$ cat src/hdl/blpra_pkg.sv
// shared constants, types and register codes of the bilinear patch residual accumulator
`default_nettype none

package blpra_pkg;

   // weight format
   localparam int WEIGHT_BITS   = 14;
   localparam int WEIGHT_WIDTH  = WEIGHT_BITS + 1;
   localparam int PIX_WIDTH     = 8;
   localparam int PIX_SCALE     = 5;
   localparam int DESCALE_BITS  = WEIGHT_BITS - PIX_SCALE;

   // bottom-right weight is one minus three weights, each up to 2^WEIGHT_WIDTH-1
   localparam int WBR_WIDTH     = WEIGHT_WIDTH + 3;
   localparam int MIX_WIDTH     = WBR_WIDTH + PIX_WIDTH + 1;

   // template, gradients and difference
   localparam int VAL_WIDTH     = 16;
   localparam int DIFF_WIDTH    = MIX_WIDTH - DESCALE_BITS;
   localparam int SQ_WIDTH      = 2 * DIFF_WIDTH;
   localparam int RES_WIDTH     = DIFF_WIDTH + VAL_WIDTH;

   // running sums
   localparam int ACC_WIDTH     = 48;

   // decoupling queue
   localparam int QUEUE_DEPTH   = 4;
   localparam int QPTR_WIDTH    = $clog2(QUEUE_DEPTH);
   localparam int QCNT_WIDTH    = $clog2(QUEUE_DEPTH + 1);

   // register port
   localparam int CSR_DATA_WIDTH = 32;
   localparam int CSR_ADDR_WIDTH = 4;
   localparam int CSR_IDX_WIDTH  = 2;

   typedef enum logic [CSR_IDX_WIDTH-1:0] {
      CSR_WEIGHT_TL = 2'd0,
      CSR_WEIGHT_TR = 2'd1,
      CSR_WEIGHT_BL = 2'd2
   } csr_index_type;

   localparam logic [WEIGHT_WIDTH-1:0] WEIGHT_ONE = WEIGHT_WIDTH'(1) << WEIGHT_BITS;

   typedef struct packed {
      logic [WEIGHT_WIDTH-1:0] top_left;
      logic [WEIGHT_WIDTH-1:0] top_right;
      logic [WEIGHT_WIDTH-1:0] bottom_left;
   } weights_type;

   // one classified sample waiting for the back end
   typedef struct packed {
      logic signed [DIFF_WIDTH-1:0] diff;
      logic signed [VAL_WIDTH-1:0]  grad_x;
      logic signed [VAL_WIDTH-1:0]  grad_y;
      logic                         last_pixel;
   } item_type;

endpackage

`default_nettype wire

$ cat src/hdl/blpra_ifs.sv
// request and response channel interfaces
`default_nettype none

interface blpra_req_if;
   import blpra_pkg::*;

   logic                        valid;
   logic                        ready;
   logic [PIX_WIDTH-1:0]        pix_tl;
   logic [PIX_WIDTH-1:0]        pix_tr;
   logic [PIX_WIDTH-1:0]        pix_bl;
   logic [PIX_WIDTH-1:0]        pix_br;
   logic signed [VAL_WIDTH-1:0] template_value;
   logic signed [VAL_WIDTH-1:0] grad_x;
   logic signed [VAL_WIDTH-1:0] grad_y;
   logic                        last_pixel;

   modport source (
      output valid, pix_tl, pix_tr, pix_bl, pix_br, template_value, grad_x, grad_y,
             last_pixel,
      input  ready
   );
   modport sink (
      input  valid, pix_tl, pix_tr, pix_bl, pix_br, template_value, grad_x, grad_y,
             last_pixel,
      output ready
   );
endinterface

interface blpra_rsp_if;
   import blpra_pkg::*;

   logic                        valid;
   logic                        ready;
   logic [ACC_WIDTH-1:0]        ssd_sum;
   logic signed [ACC_WIDTH-1:0] resid_x;
   logic signed [ACC_WIDTH-1:0] resid_y;

   modport source (
      output valid, ssd_sum, resid_x, resid_y,
      input  ready
   );
   modport sink (
      input  valid, ssd_sum, resid_x, resid_y,
      output ready
   );
endinterface

`default_nettype wire

$ cat src/hdl/blpra_csr.sv
// weight registers behind the apb-style register port
`default_nettype none

module blpra_csr (
   input  wire logic                                 clock,
   input  wire logic                                 reset,
   input  wire logic                                 csr_psel,
   input  wire logic                                 csr_penable,
   input  wire logic                                 csr_pwrite,
   input  wire logic [blpra_pkg::CSR_ADDR_WIDTH-1:0] csr_paddr,
   input  wire logic [blpra_pkg::CSR_DATA_WIDTH-1:0] csr_pwdata,
   output logic      [blpra_pkg::CSR_DATA_WIDTH-1:0] csr_prdata,
   output logic                                      csr_pready,
   output blpra_pkg::weights_type                    weights
);
   import blpra_pkg::*;

   weights_type   weights_ff;
   weights_type   weights_in;
   csr_index_type index;
   logic          write_en;

   assign index      = csr_index_type'(csr_paddr[CSR_ADDR_WIDTH-1:CSR_ADDR_WIDTH-CSR_IDX_WIDTH]);
   assign write_en   = csr_psel & csr_penable & csr_pwrite;
   assign csr_pready = 1'b1;
   assign weights    = weights_ff;

   always_comb begin
      weights_in = weights_ff;
      csr_prdata = '0;
      case (index)
         CSR_WEIGHT_TL: begin
            csr_prdata = CSR_DATA_WIDTH'(weights_ff.top_left);
            if (write_en) weights_in.top_left = csr_pwdata[WEIGHT_WIDTH-1:0];
         end
         CSR_WEIGHT_TR: begin
            csr_prdata = CSR_DATA_WIDTH'(weights_ff.top_right);
            if (write_en) weights_in.top_right = csr_pwdata[WEIGHT_WIDTH-1:0];
         end
         CSR_WEIGHT_BL: begin
            csr_prdata = CSR_DATA_WIDTH'(weights_ff.bottom_left);
            if (write_en) weights_in.bottom_left = csr_pwdata[WEIGHT_WIDTH-1:0];
         end
         default: begin
            csr_prdata = '0;
         end
      endcase
   end

   always_ff @(posedge clock) begin
      if (reset) begin
         weights_ff.top_left    <= WEIGHT_ONE;
         weights_ff.top_right   <= '0;
         weights_ff.bottom_left <= '0;
      end else begin
         weights_ff <= weights_in;
      end
   end

endmodule

`default_nettype wire

$ cat src/hdl/blpra_front.sv
// front end: bilinear mix, rounding descale and template difference
`default_nettype none

module blpra_front (
   input  wire logic                   clock,
   input  wire logic                   reset,
   input  wire blpra_pkg::weights_type weights,
   blpra_req_if.sink                   req_chan,
   output logic                        push_valid,
   input  wire logic                   push_ready,
   output blpra_pkg::item_type         push_item
);
   import blpra_pkg::*;

   localparam logic signed [MIX_WIDTH-1:0] ROUND = MIX_WIDTH'(1) << (DESCALE_BITS - 1);
   localparam logic signed [WBR_WIDTH-1:0] ONE_S = WBR_WIDTH'(1) << WEIGHT_BITS;

   logic signed [WBR_WIDTH-1:0]   w_tl, w_tr, w_bl, w_br;
   logic signed [PIX_WIDTH:0]     px_tl, px_tr, px_bl, px_br;

   // product stage
   logic                          valid_ff, valid_in;
   logic signed [MIX_WIDTH-1:0]   p_tl_ff, p_tr_ff, p_bl_ff, p_br_ff;
   logic signed [MIX_WIDTH-1:0]   p_tl_in, p_tr_in, p_bl_in, p_br_in;
   logic signed [VAL_WIDTH-1:0]   tmpl_ff, gx_ff, gy_ff;
   logic                          last_ff;

   logic signed [MIX_WIDTH-1:0]   mix;
   logic signed [MIX_WIDTH-1:0]   interp;
   logic                          advance;

   assign w_tl = signed'(WBR_WIDTH'(weights.top_left));
   assign w_tr = signed'(WBR_WIDTH'(weights.top_right));
   assign w_bl = signed'(WBR_WIDTH'(weights.bottom_left));
   assign w_br = ONE_S - w_tl - w_tr - w_bl;

   assign px_tl = signed'({1'b0, req_chan.pix_tl});
   assign px_tr = signed'({1'b0, req_chan.pix_tr});
   assign px_bl = signed'({1'b0, req_chan.pix_bl});
   assign px_br = signed'({1'b0, req_chan.pix_br});

   assign req_chan.ready = ~valid_ff | push_ready;
   assign advance        = req_chan.valid & req_chan.ready;

   always_comb begin
      p_tl_in  = px_tl * w_tl;
      p_tr_in  = px_tr * w_tr;
      p_bl_in  = px_bl * w_bl;
      p_br_in  = px_br * w_br;
      valid_in = valid_ff;
      if (req_chan.ready) valid_in = req_chan.valid;
   end

   always_ff @(posedge clock) begin
      if (reset) begin
         valid_ff <= 1'b0;
      end else begin
         valid_ff <= valid_in;
      end
   end

   always_ff @(posedge clock) begin
      if (advance) begin
         p_tl_ff <= p_tl_in;
         p_tr_ff <= p_tr_in;
         p_bl_ff <= p_bl_in;
         p_br_ff <= p_br_in;
         tmpl_ff <= req_chan.template_value;
         gx_ff   <= req_chan.grad_x;
         gy_ff   <= req_chan.grad_y;
         last_ff <= req_chan.last_pixel;
      end
   end

   // sum, round half up, floor shift, subtract template
   always_comb begin
      mix                  = p_tl_ff + p_tr_ff + p_bl_ff + p_br_ff + ROUND;
      interp               = mix >>> DESCALE_BITS;
      push_item.diff       = DIFF_WIDTH'(interp) - DIFF_WIDTH'(tmpl_ff);
      push_item.grad_x     = gx_ff;
      push_item.grad_y     = gy_ff;
      push_item.last_pixel = last_ff;
   end

   assign push_valid = valid_ff;

endmodule

`default_nettype wire

$ cat src/hdl/blpra_queue.sv
// short fifo between front and back ends
`default_nettype none

module blpra_queue (
   input  wire logic                clock,
   input  wire logic                reset,
   input  wire logic                push_valid,
   output logic                     push_ready,
   input  wire blpra_pkg::item_type push_item,
   output logic                     pop_valid,
   input  wire logic                pop_ready,
   output blpra_pkg::item_type      pop_item
);
   import blpra_pkg::*;

   item_type               entries_ff [QUEUE_DEPTH];
   logic [QPTR_WIDTH-1:0]  wr_ptr_ff, wr_ptr_in;
   logic [QPTR_WIDTH-1:0]  rd_ptr_ff, rd_ptr_in;
   logic [QCNT_WIDTH-1:0]  count_ff, count_in;
   logic                   do_push, do_pop;

   assign push_ready = count_ff != QCNT_WIDTH'(QUEUE_DEPTH);
   assign pop_valid  = count_ff != '0;
   assign do_push    = push_valid & push_ready;
   assign do_pop     = pop_valid & pop_ready;
   assign pop_item   = entries_ff[rd_ptr_ff];

   always_comb begin
      wr_ptr_in = wr_ptr_ff;
      rd_ptr_in = rd_ptr_ff;
      count_in  = count_ff;
      if (do_push) wr_ptr_in = wr_ptr_ff + 1'b1;
      if (do_pop) rd_ptr_in = rd_ptr_ff + 1'b1;
      if (do_push & ~do_pop) count_in = count_ff + 1'b1;
      else if (~do_push & do_pop) count_in = count_ff - 1'b1;
   end

   always_ff @(posedge clock) begin
      if (reset) begin
         wr_ptr_ff <= '0;
         rd_ptr_ff <= '0;
         count_ff  <= '0;
      end else begin
         wr_ptr_ff <= wr_ptr_in;
         rd_ptr_ff <= rd_ptr_in;
         count_ff  <= count_in;
      end
   end

   always_ff @(posedge clock) begin
      if (do_push) entries_ff[wr_ptr_ff] <= push_item;
   end

endmodule

`default_nettype wire

$ cat src/hdl/blpra_back.sv
// back end: products, saturating sums and the result register
`default_nettype none

module blpra_back (
   input  wire logic                clock,
   input  wire logic                reset,
   input  wire logic                pop_valid,
   output logic                     pop_ready,
   input  wire blpra_pkg::item_type pop_item,
   blpra_rsp_if.source              rsp_chan
);
   import blpra_pkg::*;

   localparam int SUM_WIDTH = ACC_WIDTH + 1;

   // product stage
   logic                        p_valid_ff, p_valid_in;
   logic signed [SQ_WIDTH-1:0]  sq_ff, sq_in;
   logic signed [RES_WIDTH-1:0] rx_ff, rx_in, ry_ff, ry_in;
   logic                        p_last_ff;

   // accumulators
   logic [ACC_WIDTH-1:0]        ssd_ff, ssd_in;
   logic signed [ACC_WIDTH-1:0] accx_ff, accx_in, accy_ff, accy_in;
   logic [SUM_WIDTH-1:0]        ssd_sum;
   logic signed [SUM_WIDTH-1:0] x_sum, y_sum;
   logic [ACC_WIDTH-1:0]        ssd_sat;
   logic signed [ACC_WIDTH-1:0] x_sat, y_sat;

   // result register
   logic                        out_valid_ff, out_valid_in;
   logic [ACC_WIDTH-1:0]        out_ssd_ff;
   logic signed [ACC_WIDTH-1:0] out_x_ff, out_y_ff;

   logic                        acc_adv;
   logic                        emit;

   assign acc_adv   = p_valid_ff & (~p_last_ff | ~out_valid_ff | rsp_chan.ready);
   assign emit      = acc_adv & p_last_ff;
   assign pop_ready = ~p_valid_ff | acc_adv;

   always_comb begin
      sq_in      = pop_item.diff * pop_item.diff;
      rx_in      = pop_item.diff * pop_item.grad_x;
      ry_in      = pop_item.diff * pop_item.grad_y;
      p_valid_in = p_valid_ff;
      if (pop_ready) p_valid_in = pop_valid;
   end

   always_ff @(posedge clock) begin
      if (pop_valid & pop_ready) begin
         sq_ff     <= sq_in;
         rx_ff     <= rx_in;
         ry_ff     <= ry_in;
         p_last_ff <= pop_item.last_pixel;
      end
   end

   // saturating adds: square is never negative, residual sums clamp both ways
   always_comb begin
      ssd_sum = SUM_WIDTH'(ssd_ff) + SUM_WIDTH'(unsigned'(sq_ff));
      x_sum   = SUM_WIDTH'(accx_ff) + SUM_WIDTH'(rx_ff);
      y_sum   = SUM_WIDTH'(accy_ff) + SUM_WIDTH'(ry_ff);

      ssd_sat = ssd_sum[ACC_WIDTH] ? '1 : ssd_sum[ACC_WIDTH-1:0];

      if (x_sum[ACC_WIDTH] != x_sum[ACC_WIDTH-1])
         x_sat = x_sum[ACC_WIDTH] ? {1'b1, {(ACC_WIDTH-1){1'b0}}}
                                  : {1'b0, {(ACC_WIDTH-1){1'b1}}};
      else
         x_sat = x_sum[ACC_WIDTH-1:0];

      if (y_sum[ACC_WIDTH] != y_sum[ACC_WIDTH-1])
         y_sat = y_sum[ACC_WIDTH] ? {1'b1, {(ACC_WIDTH-1){1'b0}}}
                                  : {1'b0, {(ACC_WIDTH-1){1'b1}}};
      else
         y_sat = y_sum[ACC_WIDTH-1:0];

      ssd_in  = ssd_ff;
      accx_in = accx_ff;
      accy_in = accy_ff;
      if (emit) begin
         ssd_in  = '0;
         accx_in = '0;
         accy_in = '0;
      end else if (acc_adv) begin
         ssd_in  = ssd_sat;
         accx_in = x_sat;
         accy_in = y_sat;
      end

      out_valid_in = out_valid_ff;
      if (emit) out_valid_in = 1'b1;
      else if (rsp_chan.ready) out_valid_in = 1'b0;
   end

   always_ff @(posedge clock) begin
      if (reset) begin
         p_valid_ff   <= 1'b0;
         out_valid_ff <= 1'b0;
         ssd_ff       <= '0;
         accx_ff      <= '0;
         accy_ff      <= '0;
      end else begin
         p_valid_ff   <= p_valid_in;
         out_valid_ff <= out_valid_in;
         ssd_ff       <= ssd_in;
         accx_ff      <= accx_in;
         accy_ff      <= accy_in;
      end
   end

   always_ff @(posedge clock) begin
      if (emit) begin
         out_ssd_ff <= ssd_sat;
         out_x_ff   <= x_sat;
         out_y_ff   <= y_sat;
      end
   end

   assign rsp_chan.valid   = out_valid_ff;
   assign rsp_chan.ssd_sum = out_ssd_ff;
   assign rsp_chan.resid_x = out_x_ff;
   assign rsp_chan.resid_y = out_y_ff;

endmodule

`default_nettype wire

$ cat src/hdl/bilinear_patch_residual_accumulator_top.sv
// top level of the bilinear patch residual accumulator
`default_nettype none

//  port group   direction  moves
//  req_chan     in         one sample: four pixels, template, gradients, last flag
//  rsp_chan     out        window sums: ssd, x residual, y residual
//  csr_*        in/out     apb-style access to the three weight registers
//
//  one sample per cycle sustained while the queue is not full; the accumulator
//  add feeds back on itself through the sum registers
//  a window result is presented once its last sample has passed the front
//  product register, a queue entry, the back product register and the result
//  register
//  synchronous reset clears valids, queue pointers and sums; weights return
//  to top-left only
//  a stalled result register holds back only a last sample, plain samples
//  keep accumulating; the four-entry queue absorbs back-end stalls

module bilinear_patch_residual_accumulator_top (
   input  wire logic                                 clock,
   input  wire logic                                 reset,
   blpra_req_if.sink                                 req_chan,
   blpra_rsp_if.source                               rsp_chan,
   input  wire logic                                 csr_psel,
   input  wire logic                                 csr_penable,
   input  wire logic                                 csr_pwrite,
   input  wire logic [blpra_pkg::CSR_ADDR_WIDTH-1:0] csr_paddr,
   input  wire logic [blpra_pkg::CSR_DATA_WIDTH-1:0] csr_pwdata,
   output logic      [blpra_pkg::CSR_DATA_WIDTH-1:0] csr_prdata,
   output logic                                      csr_pready
);
   import blpra_pkg::*;

   weights_type weights;

   // front to queue
   logic     push_valid;
   logic     push_ready;
   item_type push_item;

   // queue to back
   logic     pop_valid;
   logic     pop_ready;
   item_type pop_item;

   // weight registers
   blpra_csr u_csr (
      .clock       (clock),
      .reset       (reset),
      .csr_psel    (csr_psel),
      .csr_penable (csr_penable),
      .csr_pwrite  (csr_pwrite),
      .csr_paddr   (csr_paddr),
      .csr_pwdata  (csr_pwdata),
      .csr_prdata  (csr_prdata),
      .csr_pready  (csr_pready),
      .weights     (weights)
   );

   // interpolation and difference per request
   blpra_front u_front (
      .clock      (clock),
      .reset      (reset),
      .weights    (weights),
      .req_chan   (req_chan),
      .push_valid (push_valid),
      .push_ready (push_ready),
      .push_item  (push_item)
   );

   // decouples front stalls from back stalls
   blpra_queue u_queue (
      .clock      (clock),
      .reset      (reset),
      .push_valid (push_valid),
      .push_ready (push_ready),
      .push_item  (push_item),
      .pop_valid  (pop_valid),
      .pop_ready  (pop_ready),
      .pop_item   (pop_item)
   );

   // products, saturating sums, result register
   blpra_back u_back (
      .clock     (clock),
      .reset     (reset),
      .pop_valid (pop_valid),
      .pop_ready (pop_ready),
      .pop_item  (pop_item),
      .rsp_chan  (rsp_chan)
   );

endmodule

`default_nettype wire

$ cat src/flat_wrapper.sv
// flat-port wrapper written by rule: the top's interface ports become plain ports
module bilinear_patch_residual_accumulator_top_flat import blpra_pkg::*;
  (clock, reset, csr_psel, csr_penable, csr_pwrite, csr_paddr, csr_pwdata, csr_prdata, csr_pready, req_chan_valid, req_chan_pix_tl, req_chan_pix_tr, req_chan_pix_bl, req_chan_pix_br, req_chan_template_value, req_chan_grad_x, req_chan_grad_y, req_chan_last_pixel, req_chan_ready, rsp_chan_valid, rsp_chan_ssd_sum, rsp_chan_resid_x, rsp_chan_resid_y, rsp_chan_ready);
  blpra_req_if req_chan_i ();
  blpra_rsp_if rsp_chan_i ();
  input  wire logic clock;
  input  wire logic reset;
  input  wire logic csr_psel;
  input  wire logic csr_penable;
  input  wire logic csr_pwrite;
  input  wire logic [blpra_pkg::CSR_ADDR_WIDTH-1:0] csr_paddr;
  input  wire logic [blpra_pkg::CSR_DATA_WIDTH-1:0] csr_pwdata;
  output logic      [blpra_pkg::CSR_DATA_WIDTH-1:0] csr_prdata;
  output logic csr_pready;
  input wire logic [$bits(req_chan_i.valid)-1:0] req_chan_valid;
  input wire logic [$bits(req_chan_i.pix_tl)-1:0] req_chan_pix_tl;
  input wire logic [$bits(req_chan_i.pix_tr)-1:0] req_chan_pix_tr;
  input wire logic [$bits(req_chan_i.pix_bl)-1:0] req_chan_pix_bl;
  input wire logic [$bits(req_chan_i.pix_br)-1:0] req_chan_pix_br;
  input wire logic [$bits(req_chan_i.template_value)-1:0] req_chan_template_value;
  input wire logic [$bits(req_chan_i.grad_x)-1:0] req_chan_grad_x;
  input wire logic [$bits(req_chan_i.grad_y)-1:0] req_chan_grad_y;
  input wire logic [$bits(req_chan_i.last_pixel)-1:0] req_chan_last_pixel;
  output wire logic [$bits(req_chan_i.ready)-1:0] req_chan_ready;
  output wire logic [$bits(rsp_chan_i.valid)-1:0] rsp_chan_valid;
  output wire logic [$bits(rsp_chan_i.ssd_sum)-1:0] rsp_chan_ssd_sum;
  output wire logic [$bits(rsp_chan_i.resid_x)-1:0] rsp_chan_resid_x;
  output wire logic [$bits(rsp_chan_i.resid_y)-1:0] rsp_chan_resid_y;
  input wire logic [$bits(rsp_chan_i.ready)-1:0] rsp_chan_ready;
  assign req_chan_i.valid = req_chan_valid;
  assign req_chan_i.pix_tl = req_chan_pix_tl;
  assign req_chan_i.pix_tr = req_chan_pix_tr;
  assign req_chan_i.pix_bl = req_chan_pix_bl;
  assign req_chan_i.pix_br = req_chan_pix_br;
  assign req_chan_i.template_value = req_chan_template_value;
  assign req_chan_i.grad_x = req_chan_grad_x;
  assign req_chan_i.grad_y = req_chan_grad_y;
  assign req_chan_i.last_pixel = req_chan_last_pixel;
  assign req_chan_ready = req_chan_i.ready;
  assign rsp_chan_valid = rsp_chan_i.valid;
  assign rsp_chan_ssd_sum = rsp_chan_i.ssd_sum;
  assign rsp_chan_resid_x = rsp_chan_i.resid_x;
  assign rsp_chan_resid_y = rsp_chan_i.resid_y;
  assign rsp_chan_i.ready = rsp_chan_ready;
  bilinear_patch_residual_accumulator_top u_core (.clock(clock), .reset(reset), .req_chan(req_chan_i), .rsp_chan(rsp_chan_i), .csr_psel(csr_psel), .csr_penable(csr_penable), .csr_pwrite(csr_pwrite), .csr_paddr(csr_paddr), .csr_pwdata(csr_pwdata), .csr_prdata(csr_prdata), .csr_pready(csr_pready));
endmodule
$ cat config.mk
export PLATFORM = sky130hd
export DESIGN_NAME = bilinear_patch_residual_accumulator_top_flat
export DESIGN_NICKNAME = d
export VERILOG_FILES = /design/src/hdl/blpra_pkg.sv /design/src/hdl/blpra_ifs.sv /design/src/hdl/blpra_csr.sv /design/src/hdl/blpra_front.sv /design/src/hdl/blpra_queue.sv /design/src/hdl/blpra_back.sv /design/src/hdl/bilinear_patch_residual_accumulator_top.sv /design/src/flat_wrapper.sv
export SDC_FILE = /design/constraint.sdc
export NUM_CORES = 2
export LEC_CHECK = 0
export ABC_AREA = 1
export BUFFER_PORTS_ARGS = -buffer_cell sky130_fd_sc_hd__buf_2
export CORE_ASPECT_RATIO = 1.4
export CORE_UTILIZATION = 45
export DETAILED_ROUTE_END_ITERATION = 6
export GPL_ROUTABILITY_DRIVEN = 0
export MAX_ROUTING_LAYER = met4
export SKIP_LAST_GASP = 1
export SLEW_MARGIN = 20
export SYNTH_ARGS = -nofsm -noshare
export SYNTH_HDL_FRONTEND = slang
export SYNTH_SLANG_ARGS = --single-unit
$ cat constraint.sdc
create_clock -name clock -period 16.5 [get_ports clock]
set_input_delay 0 -clock clock [delete_from_list [all_inputs] [get_ports clock]]
set_output_delay 0 -clock clock [all_outputs]
set_load 0.1 [all_outputs]
==> reports/qor.txt <==
=================================================================================
Highest attainable clock frequency                                      109.3 MHz
Most area-hungry cell type in the Yosys netlist                      sky130_fd_sc_hd__fa_1
Number of iterations in the first detailed-routing pass                         7
Share of the clock period used by the worst path after layout              55.47%
Average cell area after synthesis                                      8.415 um^2
Setup repair after global routing missed its margin                         false
Via count normalized by instance count                                      5.143
CP Capture Point                                                     u_core.u_back.sq_ff[27]$_DFFE_PP_
Std cell rows                                                                 196
Clock buffer count from CTS                                                    84
Core Util, Final                                                           49.26%
TritonCTS clock tree                                                         done
Register clock-pin slew on the reported worst setup and hold paths        0.07 ns
H-tree depth                                                                    3
Kind of start point of the critical path                                 register
Die height                                                               539.0 um
Critical path class                                                       reg2reg
Die area                                                             207,900 um^2
Critical register-to-register path endpoint                          u_core.u_back.sq_ff[27]$_DFFE_PP_
Register-to-register setup slack                                          7.35 ns
Yosys synthesis warning count                                                   0
Number of hold violations in the final report                                   0
Final critical path time including I/O delays and setup                  9.153 ns
Count of distinct cell types in the synthesized netlist                        64
Leading cell type in the layout, fill and taps excluded              sky130_fd_sc_hd__nand2_1
First-pass GRT wire length                                               399.0 mm
Data arrival time of the critical path                                    9.61 ns
Relative max-transition margin                                             23.67%
Worst r2r path cells                                                           27
Async set-or-reset flop fraction in the synthesized netlist                    0%
Data required time of the worst path                                     16.96 ns
Sequential area share after synthesis                                      23.68%
Clock sink count                                                              798
Kind of capture point of the worst setup path                            register
Number of primary I/O pins                                                    303
Failing checks                                                       design-rule violations
Worst-case clock skew                                                  0.05464 ns
Area share of the largest cell type after synthesis                        27.73%
Clock root buffer                                                    sky130_fd_sc_hd__clkbuf_16
Slew @ Worst Pin                                                         1.137 ns
Number of nets still failing antenna checks after routing                       0
Count of endpoints failing setup in the final report                            0
Total setup buffers inserted after CTS                                          0
Placed wire-length estimate after detailed placement                     200.4 mm
Most used flip-flop cell after synthesis                             sky130_fd_sc_hd__edfxtp_1
Outcome                                                              finished with violations
Area overhead of the layout relative to synthesis                          8.551%
Post-CTS sizing                                                                 0
Commonest non-fill, non-tap cells in the layout                      sky130_fd_sc_hd__nand2_1, sky130_fd_sc_hd__inv_1, sky130_fd_sc_hd__fa_1
Total via count after detailed routing                                     72,020
Placeable Area                                                       204,300 um^2
Filler Cells Inserted                                                      19,610
Total Wirelength                                                         250.1 mm
Total of flip-flops plus latches after synthesis                              798
Critical path peak fanout                                                      66
Global route overflow                                                           0
Clock latency on the worst-skew pair                                      0.72 ns
Hold Buf Count CTS                                                            110
Number of max-cap violations                                                    0
Leading cell types by total area after synthesis                     sky130_fd_sc_hd__fa_1, sky130_fd_sc_hd__edfxtp_1, sky130_fd_sc_hd__inv_1
Netlist area before placement                                         92,710 um^2
Number of antenna violations at the first check in global routing              14
Die outline width                                                        385.6 um
Via count of the first global-routing pass                                 76,030
Starting utilization of the core area                                      45.38%
Total negative setup slack                                                   0 ns
# port buffers                                                                265
Share of cells above drive strength 1                                      6.283%
GRT Total Usage                                                            25.09%
Final Max Tran Viols                                                            0
Deepest clock path buffer count                                                 3
Hold/Removal Path Class                                                    in2reg
Routed wirelength normalized by instance count                           17.86 um
Maximum number of pins on one net before global-route repair                  118
Final layout net count                                                     13,330
Synth Instances                                                            11,020
Number of flops mapped to enable cells by yosys                               597
Number of DRC violations after detailed-routing iteration 0                 4,585
DRC violation count after routing                                               1
=================================================================================
==> cells by family (layout without fill, tap and decap cells) <==
family                   count (synthesis)  after routing  synth area share, %
XOR/XNOR                               339            339                3.203
other                                    2             31             0.008101
adder cells (fa/ha/maj)               1963           1963                36.89
AO/OA/AOI/OAI                         1058           1058                6.554
buffers and inverters                 2753           3037                11.49
flip-flops                             798            798                23.68
AND/OR/NAND/NOR                       4104           4104                18.17
==> metrics by stage <==
step / cells / setup WS (ns) / hold slack [ns] / cell area, um^2
floorplan: 11030 / 9.429 / 0.06907 / 92770
global placement: 13720 / 7.401 / 0.1792 / 96610
detailed placement: 13720 / 7.353 / 0.1781 / 96610
CTS: 13990 / 7.348 / 0.003838 / 100600
global route: 14000 / 6.858 / 0.02057 / 100600
finish: 14000 / 7.347 / 0.03483 / 100600
==> synth_stat cells (all sizes together) (49+ instances only) <==
master	n
nand2	2463
inv	2394
fa	1284
nor2	1129
ha	679
edfxtp	597
a21oi	505
nand3	334
o21ai	322
xor2	235
clkbuf	233
dfxtp	201
xnor2	104
buf	99
nor3	69
nand4	59
a32oi	49
==> registers in the layout, indices dropped and copies added, names as in the netlist, 23 cells and up, named ones only <==
signal,cells
u_core.u_back.rsp_chan.resid_y,48
u_core.u_front.p_br_ff,27
u_core.u_queue.entries_ff,204
u_core.u_back.ry_ff,34
u_core.u_front.p_bl_ff,23
u_core.u_front.p_tr_ff,23
u_core.u_back.rx_ff,34
u_core.u_back.sq_ff,35
u_core.u_back.accy_ff,48
u_core.u_back.rsp_chan.resid_x,48
u_core.u_back.rsp_chan.ssd_sum,48
u_core.u_back.ssd_ff,48
u_core.u_front.p_tl_ff,23
u_core.u_back.accx_ff,48
u_core.u_csr.weights,45
==> routing by layer <==
| metal | vias up | routed length [um] | global-route usage [%] |
|---|---|---|---|
| met5 | - | 0 | - |
| met3 | 648 | 11970 | 2.742 |
| met2 | 2141 | 128900 | 44.79 |
| met4 | 0 | 13660 | 11.44 |
| met1 | 35100 | 95510 | 27.82 |
| li1 | 34140 | - | - |
==> layout make-up <==
type	instances	area [um^2]	share of cell area [%]
diodes	13	32.53	0.03233
clock buffers	113	2282	2.268
clock inverters	45	608.1	0.6043
inverters	2421	9111	9.054
multi-input cells	7482	60250	59.87
flip-flops and latches	798	21950	21.82
well taps	2673	3344	3.323
repair buffers	458	3050	3.031
==> how the worst min path moves through the flow <==
stage | slack (ns) | cells past startpoint | from | endpoint
3_3_place_gp | 0.18 | 1 | req_chan_grad_x[0] | u_core.u_front.gx_ff[0]$_DFFE_PP_
5_1_grt | 0.02 | 2 | req_chan_grad_x[3] | u_core.u_front.gx_ff[3]$_DFFE_PP_
6_report | 0.03 | 2 | req_chan_grad_x[3] | u_core.u_front.gx_ff[3]$_DFFE_PP_
2_1_floorplan | 0.07 | 1 | reset | u_core.u_back.p_valid_ff$_SDFFE_PP0N_
3_5_place_dp | 0.18 | 1 | req_chan_grad_y[15] | u_core.u_front.gy_ff[15]$_DFFE_PP_
4_1_cts | 0.004 | 2 | req_chan_grad_y[2] | u_core.u_front.gy_ff[2]$_DFFE_PP_
==> critical path: stages, from the launching register on <==
cell and delay [ns]:
sky130_fd_sc_hd__dfxtp_4 0.45, sky130_fd_sc_hd__inv_2 0.55, sky130_fd_sc_hd__buf_4 0.68, sky130_fd_sc_hd__nand2_1 0.14
sky130_fd_sc_hd__a32oi_2 0.20, sky130_fd_sc_hd__buf_4 0.45, sky130_fd_sc_hd__clkinv_1 0.81, sky130_fd_sc_hd__nor2_1 0.42
sky130_fd_sc_hd__inv_1 0.10, sky130_fd_sc_hd__fa_1 0.51, sky130_fd_sc_hd__inv_1 0.05, sky130_fd_sc_hd__fa_1 0.53
sky130_fd_sc_hd__inv_1 0.06, sky130_fd_sc_hd__fa_1 0.51, sky130_fd_sc_hd__fa_1 0.53, sky130_fd_sc_hd__fa_1 0.49
sky130_fd_sc_hd__inv_1 0.05, sky130_fd_sc_hd__fa_1 0.43, sky130_fd_sc_hd__ha_1 0.38, sky130_fd_sc_hd__a21oi_1 0.26
sky130_fd_sc_hd__inv_1 0.07, sky130_fd_sc_hd__a31oi_1 0.22, sky130_fd_sc_hd__nand2_1 0.07, sky130_fd_sc_hd__a21oi_1 0.29
sky130_fd_sc_hd__inv_1 0.08, sky130_fd_sc_hd__a21oi_1 0.20, sky130_fd_sc_hd__o21ai_0 0.13, sky130_fd_sc_hd__xor2_1 0.18
Power is left out: the tool's default activity adds up to more than one toggle a clock period on the data nets, which glitch-free logic cannot reach.
